**config.mk**
```make
export PLATFORM = sky130hd
export DESIGN_NAME = cfdl_interp
export DESIGN_NICKNAME = d
export VERILOG_FILES = /design/src/rtl/cfdl_pkg.sv /design/src/rtl/cfdl_interp.sv
export SDC_FILE = /design/constraint.sdc
export NUM_CORES = 2
export LEC_CHECK = 0
export ABC_AREA = 1
export BUFFER_PORTS_ARGS = -buffer_cell sky130_fd_sc_hd__clkbuf_2
export CAP_MARGIN = 30
export CORE_MARGIN = 5
export CORE_UTILIZATION = 45
export CTS_CLUSTER_DIAMETER = 50
export DETAILED_ROUTE_END_ITERATION = 8
export SYNTH_ARGS = -nofsm -noshare
export SYNTH_HDL_FRONTEND = slang
export SYNTH_SLANG_ARGS = --single-unit
```
**constraint.sdc**
```tcl
create_clock -name clk -period 9.3 [get_ports clk]
set_input_delay 0.93 -clock clk [delete_from_list [all_inputs] [get_ports clk]]
set_output_delay 0.93 -clock clk [all_outputs]
set_load 0.005 [all_outputs]
```
**src/rtl/cfdl_pkg.sv**
```systemverilog
// cfdl_pkg: shared types and constants for the cubic fractional delay line bank
// used by cfdl_store, cfdl_interp and cubic_fractional_delay_lines_core
`timescale 1ns / 1ps

package cfdl_pkg;

  localparam int LINES_DEF       = 8;
  localparam int DEPTH_DEF       = 262144;
  localparam int SAMPLE_BITS_DEF = 24;
  localparam int FRAC_BITS_DEF   = 16;

  localparam int ACTION_W = 2;
  localparam int LINE_W   = 3;
  localparam int WHOLE_W  = 18;
  localparam int RING_W   = 19;

  localparam logic [RING_W-1:0] RING_RESET = 19'd192000;
  localparam logic [RING_W-1:0] RING_MIN   = 19'd4;

  typedef enum logic [ACTION_W-1:0] {
    ACT_READ      = 2'd0,
    ACT_WRITE_ONE = 2'd1,
    ACT_WRITE_ALL = 2'd2,
    ACT_ADVANCE   = 2'd3
  } action_t;

  typedef enum logic [2:0] {
    ST_IDLE,
    ST_CLAMP,
    ST_BASE,
    ST_FETCH,
    ST_DRAIN,
    ST_INTERP,
    ST_WAIT
  } state_t;

  typedef struct packed {
    logic              en;
    logic              all_lines;
    logic [LINE_W-1:0] line;
  } wr_cmd_t;

  typedef struct packed {
    logic              en;
    logic [LINE_W-1:0] line;
    logic              ch;
  } rd_cmd_t;

endpackage

```
**src/rtl/cfdl_interp.sv**
```systemverilog
// cfdl_interp: cubic interpolation of four taps by Horner steps on one multiplier
// each step is a registered multiply then a rounded add; depends on cfdl_pkg
`timescale 1ns / 1ps

module cfdl_interp #(
  parameter int SAMPLE_BITS = cfdl_pkg::SAMPLE_BITS_DEF,
  parameter int FRAC_BITS   = cfdl_pkg::FRAC_BITS_DEF
) (
  input  logic                          clk,
  input  logic                          rst,
  input  logic                          start,
  input  logic signed [SAMPLE_BITS-1:0] taps [4],
  input  logic [FRAC_BITS-1:0]          frac,
  output logic                          done,
  output logic signed [SAMPLE_BITS-1:0] value
);
  import cfdl_pkg::*;

  localparam int AW = SAMPLE_BITS + 5;
  localparam int PW = AW + FRAC_BITS + 1;
  localparam logic signed [PW-1:0] HALF = PW'(1) << (FRAC_BITS - 1);
  localparam logic [1:0] LAST_STEP = 2'd2;

  logic                 run;
  logic                 phase;
  logic [1:0]           step;
  logic signed [AW-1:0] a0, a1, a2, a3, acc;
  logic signed [AW-1:0] y0, y1, y2, y3;
  logic signed [AW-1:0] c0, c1;
  logic signed [PW-1:0] prod;
  logic [FRAC_BITS-1:0] f_q;
  logic signed [FRAC_BITS:0] f_s;
  logic signed [AW-1:0] mul_in;
  logic signed [AW-1:0] addend;
  logic signed [PW-1:0] rnd;
  logic signed [AW:0]   sh;
  logic signed [AW:0]   sum;
  logic signed [AW-1:0] acc_next;
  logic [SAMPLE_BITS-1:0] sat;
  logic [AW-SAMPLE_BITS:0] upper;

  assign y0 = AW'(taps[0]);
  assign y1 = AW'(taps[1]);
  assign y2 = AW'(taps[2]);
  assign y3 = AW'(taps[3]);
  assign c0 = y3 - y2 - y0 + y1;
  assign c1 = y0 - y1 - c0;

  assign f_s    = $signed({1'b0, f_q});
  assign mul_in = (step == 2'd0) ? a0 : acc;

  always_comb begin
    unique case (step)
      2'd0:    addend = a1;
      2'd1:    addend = a2;
      default: addend = a3;
    endcase
  end

  // round half up, then floor shift
  assign rnd      = prod + HALF;
  assign sh       = $signed(rnd[PW-1:FRAC_BITS]);
  assign sum      = sh + (AW+1)'(addend);
  assign acc_next = $signed(sum[AW-1:0]);

  assign upper = acc_next[AW-1:SAMPLE_BITS-1];
  always_comb begin
    if ((&upper) || !(|upper)) begin
      sat = acc_next[SAMPLE_BITS-1:0];
    end else if (acc_next[AW-1]) begin
      sat = {1'b1, {(SAMPLE_BITS-1){1'b0}}};
    end else begin
      sat = {1'b0, {(SAMPLE_BITS-1){1'b1}}};
    end
  end

  always_ff @(posedge clk) begin
    if (rst) begin
      run   <= 1'b0;
      phase <= 1'b0;
      step  <= '0;
      done  <= 1'b0;
    end else begin
      done <= 1'b0;
      if (start) begin
        run   <= 1'b1;
        phase <= 1'b0;
        step  <= '0;
      end else if (run) begin
        phase <= ~phase;
        if (phase) begin
          if (step == LAST_STEP) begin
            run  <= 1'b0;
            done <= 1'b1;
          end else begin
            step <= step + 1'b1;
          end
        end
      end
    end
  end

  always_ff @(posedge clk) begin
    if (start) begin
      a0  <= c0;
      a1  <= c1;
      a2  <= y2 - y0;
      a3  <= y1;
      f_q <= frac;
    end
    if (run && !phase) begin
      prod <= mul_in * f_s;
    end
    if (run && phase) begin
      acc <= acc_next;
      if (step == LAST_STEP) begin
        value <= $signed(sat);
      end
    end
  end

endmodule

```
==> flow_summary.html <==
<table>
<tr><th>Metric</th><th>Value</th></tr>
<tr><th colspan="2">Worst setup path</th></tr>
<tr><td>FF-to-FF path depth</td><td>25</td></tr>
<tr><td>Critical path capture point</td><td>prod[39]$_DFFE_PP_</td></tr>
<tr><td>Origin of the critical flop-to-flop path</td><td>step[0]$_SDFFE_PP0P_</td></tr>
<tr><td>Delay-heaviest family, CP</td><td>adder cells</td></tr>
<tr><td>Cell count along the critical path</td><td>25</td></tr>
<tr><td>Worst Path Required</td><td>9.61 ns</td></tr>
<tr><td>Critical path data arrival time</td><td>8.33 ns</td></tr>
<tr><td>R2R Setup Slk</td><td>1.28 ns</td></tr>
<tr><td>Worst flop-to-flop path endpoint</td><td>prod[39]$_DFFE_PP_</td></tr>
<tr><td>Type of the worst setup path</td><td>flop to flop</td></tr>
<tr><td>Launching element of the worst setup path</td><td>step[0]$_SDFFE_PP0P_</td></tr>
<tr><td>Max incr delay on CP</td><td>0.78 ns</td></tr>
<tr><td>Slowest stage cell, crit path</td><td>sky130_fd_sc_hd__fa_1</td></tr>
<tr><td>Number of buffer and inverter stages on the critical path</td><td>8</td></tr>
<tr><td>Maximum fanout count along the critical path</td><td>27</td></tr>
<tr><td>Element type at the critical path end</td><td>flop</td></tr>
<tr><td>Critical path launch point type</td><td>flop</td></tr>
<tr><td>Worst path most repeated cell</td><td>sky130_fd_sc_hd__inv_1</td></tr>
<tr><th colspan="2">Timing</th></tr>
<tr><td>Max Slew Vio Count</td><td>0</td></tr>
<tr><td>Final setup skew</td><td>0.0169 ns</td></tr>
<tr><td>Slew headroom</td><td>0.379</td></tr>
<tr><td>Final worst setup slack</td><td>1.28 ns</td></tr>
<tr><td>Period utilisation layout</td><td>0.862</td></tr>
<tr><td>Least-Margin Pin Slew</td><td>0.921 ns</td></tr>
<tr><td>Highest clock rate</td><td>0.125 GHz</td></tr>
<tr><td>Setup repair after global routing missed its margin</td><td>no</td></tr>
<tr><td>Shortest period the worst path allows</td><td>8.02 ns</td></tr>
<tr><td>Number of failing hold endpoints at the final stage</td><td>0</td></tr>
<tr><td>Sum Neg Setup Slack</td><td>0 ns</td></tr>
<tr><td>Number of endpoints failing setup at the final stage</td><td>0</td></tr>
<tr><th colspan="2">Drt</th></tr>
<tr><td>Drt initial violations</td><td>1504</td></tr>
<tr><td>Router iterations before antenna repair</td><td>5</td></tr>
<tr><td>Total wire length</td><td>97400 um</td></tr>
<tr><td>WL/cell</td><td>19.1 um</td></tr>
<tr><td>Number of vias per cell after detailed routing</td><td>5.08</td></tr>
<tr><td>Number of design rule violations left after detail routing</td><td>0</td></tr>
<tr><td>Count of vias placed by the detailed router</td><td>25900</td></tr>
<tr><td>Number of nets with antenna violations after routing</td><td>0</td></tr>
<tr><th colspan="2">GRT</th></tr>
<tr><td>Largest net degree at the start of global routing</td><td>67</td></tr>
<tr><td>Global routing usage summed across all routing layers</td><td>0.252</td></tr>
<tr><td>Global-route wire length before repair</td><td>155000 um</td></tr>
<tr><td>Total gr overflow</td><td>0</td></tr>
<tr><td>Number of global-route vias before repair</td><td>28000</td></tr>
<tr><td>Number of antenna violations at the first check in global routing</td><td>0</td></tr>
<tr><th colspan="2">CTS</th></tr>
<tr><td>Clock tree from TritonCTS</td><td>built</td></tr>
<tr><td>Max Root-Sink Buffers</td><td>3</td></tr>
<tr><td>Total CTS buffers</td><td>29</td></tr>
<tr><td>Cts hold-fix bufs</td><td>0</td></tr>
<tr><td>Latest clock arrival within the worst-skew pair</td><td>0.57 ns</td></tr>
<tr><td>Clock tree root driver cell</td><td>sky130_fd_sc_hd__clkbuf_16</td></tr>
<tr><td>Number of levels in the clock H-tree</td><td>1</td></tr>
<tr><td>Post_cts resized</td><td>0</td></tr>
<tr><td>CTS Sinks</td><td>208</td></tr>
<tr><td>Clock edge transition at the registers on the reported setup and hold paths</td><td>0.06 ns</td></tr>
<tr><td>Number of setup buffers added after CTS</td><td>0</td></tr>
<tr><th colspan="2">Floorplanning</th></tr>
<tr><td>Total Die Area</td><td>78700 um^2</td></tr>
<tr><td>Height of the die</td><td>280 um</td></tr>
<tr><td>Boundary Pins</td><td>140</td></tr>
<tr><td>Row count</td><td>99</td></tr>
<tr><td>Core ar.</td><td>72700 um^2</td></tr>
<tr><td>Effective utilization at floorplan</td><td>0.453</td></tr>
<tr><td>Width of the die</td><td>280 um</td></tr>
<tr><th colspan="2">Placement</th></tr>
<tr><td>Post-placement worst setup slack</td><td>1.26 ns</td></tr>
<tr><td>Cell area reported after detailed placement</td><td>34900 um^2</td></tr>
<tr><td>Number of buffer cells added on primary ports</td><td>139</td></tr>
<tr><td>Gpl congestion</td><td>0.934</td></tr>
<tr><td>Final HPWL DP</td><td>83100 um</td></tr>
<tr><th colspan="2">Yosys</th></tr>
<tr><td>Mapped Nets</td><td>4844</td></tr>
<tr><td>Synth Warn #</td><td>0</td></tr>
<tr><td>Async SR Flop Fraction</td><td>0</td></tr>
<tr><td>Netlist Area Pre-Place</td><td>32900 um^2</td></tr>
<tr><td>Syn avg cell area</td><td>8.29 um^2</td></tr>
<tr><td>Biggest area consumer among synthesized cells</td><td>sky130_fd_sc_hd__fa_1</td></tr>
<tr><td>Number of register bits inferred by synthesis</td><td>208</td></tr>
<tr><td>Sequential fraction of the synthesis area</td><td>0.188</td></tr>
<tr><td>Leading post-synthesis cells by cell area</td><td>sky130_fd_sc_hd__fa_1 (31%), sky130_fd_sc_hd__edfxtp_1 (19%), sky130_fd_sc_hd__inv_1 (11%)</td></tr>
<tr><td>Number of flops mapped to enable cells by yosys</td><td>203</td></tr>
<tr><td>Most used flip-flop cell after synthesis</td><td>sky130_fd_sc_hd__edfxtp_1</td></tr>
<tr><td>Count of distinct cell types in the synthesized netlist</td><td>55</td></tr>
<tr><td>Synthesized instance count</td><td>3970</td></tr>
<tr><td>Fraction of synthesized cell area taken by the top area cell type</td><td>0.315</td></tr>
<tr><th colspan="2">Layout</th></tr>
<tr><td>Antenna cell count</td><td>0</td></tr>
<tr><td>Finished layout cell area</td><td>35900 um^2</td></tr>
<tr><td>Ratio of cells with drive above 1 in the final layout</td><td>0.0796</td></tr>
<tr><td>Final-stage net count</td><td>4987</td></tr>
<tr><td>Growth of design area from synthesis to finish</td><td>9.01%</td></tr>
<tr><th colspan="2">Job</th></tr>
<tr><td>Max capacitance violation total</td><td>0</td></tr>
<tr><th colspan="2">Worst hold path</th></tr>
<tr><td>Hold crit path type</td><td>flop to flop</td></tr>
<tr><th colspan="2">Run status</th></tr>
<tr><td>Run status</td><td>finished, final reports clean</td></tr>
</table>
## per-stage QoR
stage / util / hold slack [ns] / instances
after global routing: 0.494 / 0.518 / 5094
after global placement: 0.479 / 0.508 / 5041
after detailed placement: 0.479 / 0.501 / 5041
after floorplan: - / 0.473 / 3970
final: 0.494 / 0.507 / 5094
after CTS: 0.494 / 0.509 / 5094
## kinds of logic (layout without fill, tap and decap cells)
logic type | Yosys count | after routing | share of synthesized area
fa+ha+maj | 759 | 759 | 0.407
flops | 208 | 208 | 0.188
xor+xnor | 150 | 150 | 0.0399
simple gates | 1455 | 1455 | 0.184
compound gates | 356 | 356 | 0.0617
buf+inv | 1042 | 1207 | 0.120
## flip-flops by register name, summed over array words and instances (netlist names)
name	count
f_q	16
acc	29
step	2
a3	24
a0	27
run	1
value	24
a1	28
phase	1
prod	30
a2	25
done	1
## final cells by class
| type | count | area [um^2] |
|---|---|---|
| Clock buffer | 33 | 751 |
| Clock inverter | 20 | 283 |
| Fill cell | 7147 | 36800 |
| Inverter | 971 | 3640 |
| Multi-Input combinational cell | 2720 | 22800 |
| Sequential cell | 208 | 6200 |
| Tap cell | 959 | 1200 |
| Timing Repair Buffer | 183 | 1030 |
## layer usage
layer  vias to the layer above  global-route usage  wire, um
li1                      12300                   -         -
met1                     12600               0.319     39500
met2                       809               0.454     48800
met3                       160              0.0305      5520
met4                         0              0.0783      3650
met5                         -                   0         0
## how the worst min path moves through the flow
stage | startpoint | to | slack (ns) | cells after the start
finish | run$_SDFF_PP0_ | phase$_SDFFE_PP0P_ | 0.51 | 2
global route | frac[15] | f_q[15]$_DFFE_PP_ | 0.52 | 1
CTS | rst | run$_SDFF_PP0_ | 0.51 | 2
detailed placement | run$_SDFF_PP0_ | phase$_SDFFE_PP0P_ | 0.50 | 2
global placement | step[1]$_SDFFE_PP0P_ | step[1]$_SDFFE_PP0P_ | 0.51 | 2
floorplan | step[1]$_SDFFE_PP0P_ | step[1]$_SDFFE_PP0P_ | 0.47 | 2
## worst reg2reg max path: stages, from the launching register on
cell	delay, ns
sky130_fd_sc_hd__dfxtp_1	0.31
sky130_fd_sc_hd__inv_1	0.11
sky130_fd_sc_hd__ha_2	0.19
sky130_fd_sc_hd__inv_1	0.35
sky130_fd_sc_hd__nor2_1	0.22
sky130_fd_sc_hd__inv_1	0.10
sky130_fd_sc_hd__o21ai_1	0.45
sky130_fd_sc_hd__clkinv_1	0.53
sky130_fd_sc_hd__nand2_1	0.27
sky130_fd_sc_hd__fa_1	0.57
sky130_fd_sc_hd__fa_1	0.78
sky130_fd_sc_hd__inv_1	0.22
sky130_fd_sc_hd__fa_1	0.49
sky130_fd_sc_hd__fa_1	0.50
sky130_fd_sc_hd__fa_1	0.50
sky130_fd_sc_hd__inv_1	0.05
sky130_fd_sc_hd__fa_1	0.47
sky130_fd_sc_hd__inv_1	0.04
sky130_fd_sc_hd__ha_1	0.41
sky130_fd_sc_hd__nand2_1	0.14
sky130_fd_sc_hd__nor2_1	0.24
sky130_fd_sc_hd__inv_1	0.12
sky130_fd_sc_hd__nor3_1	0.32
sky130_fd_sc_hd__nand3_1	0.12
sky130_fd_sc_hd__nand3_1	0.18
sky130_fd_sc_hd__xor2_1	0.09
## synthesized netlist by cell type (15+ instances only)
| cell | n |
|---|---|
| sky130_fd_sc_hd__xnor2_1 | 53 |
| sky130_fd_sc_hd__a21oi_1 | 161 |
| sky130_fd_sc_hd__clkbuf_1 | 55 |
| sky130_fd_sc_hd__or2_2 | 27 |
| sky130_fd_sc_hd__nand2_2 | 19 |
| sky130_fd_sc_hd__clkinv_1 | 15 |
| sky130_fd_sc_hd__o21ai_1 | 16 |
| sky130_fd_sc_hd__nor3_1 | 32 |
| sky130_fd_sc_hd__ha_1 | 241 |
| sky130_fd_sc_hd__a31oi_1 | 18 |
| sky130_fd_sc_hd__nand4_1 | 29 |
| sky130_fd_sc_hd__edfxtp_1 | 203 |
| sky130_fd_sc_hd__a21o_1 | 17 |
| sky130_fd_sc_hd__nand3_1 | 104 |
| sky130_fd_sc_hd__nand2_1 | 818 |
| sky130_fd_sc_hd__nor2_1 | 378 |
| sky130_fd_sc_hd__o21ai_0 | 84 |
| sky130_fd_sc_hd__fa_1 | 518 |
| sky130_fd_sc_hd__xor2_1 | 97 |
| sky130_fd_sc_hd__inv_1 | 950 |
## cells in the final DEF (no fill, tap or decap), drive strengths merged, types with 5 or more instances in the layout
cell      synthesis  routed
a21o             17      17
clkinv           15      21
nor2            395     395
xnor2            53      53
clkinvlp          0       5
xor2             97      97
edfxtp          203     203
clkbuf           55     171
inv             956     960
or2              27      27
ha              241     241
nor3             32      32
fa              518     518
nand2           843     843
bufinv            0       5
dfxtp             5       5
o21ai           111     111
nand4            29      29
a21boi            8       8
a21oi           163     163
nand3           109     109
nor4             12      12
o21a              5       5
a31oi            18      18
a211oi            8       8
o21bai           14      14
buf              16      45
Power is left out: the tool's default activity adds up to more than one toggle a clock period on the data nets, which glitch-free logic cannot reach.
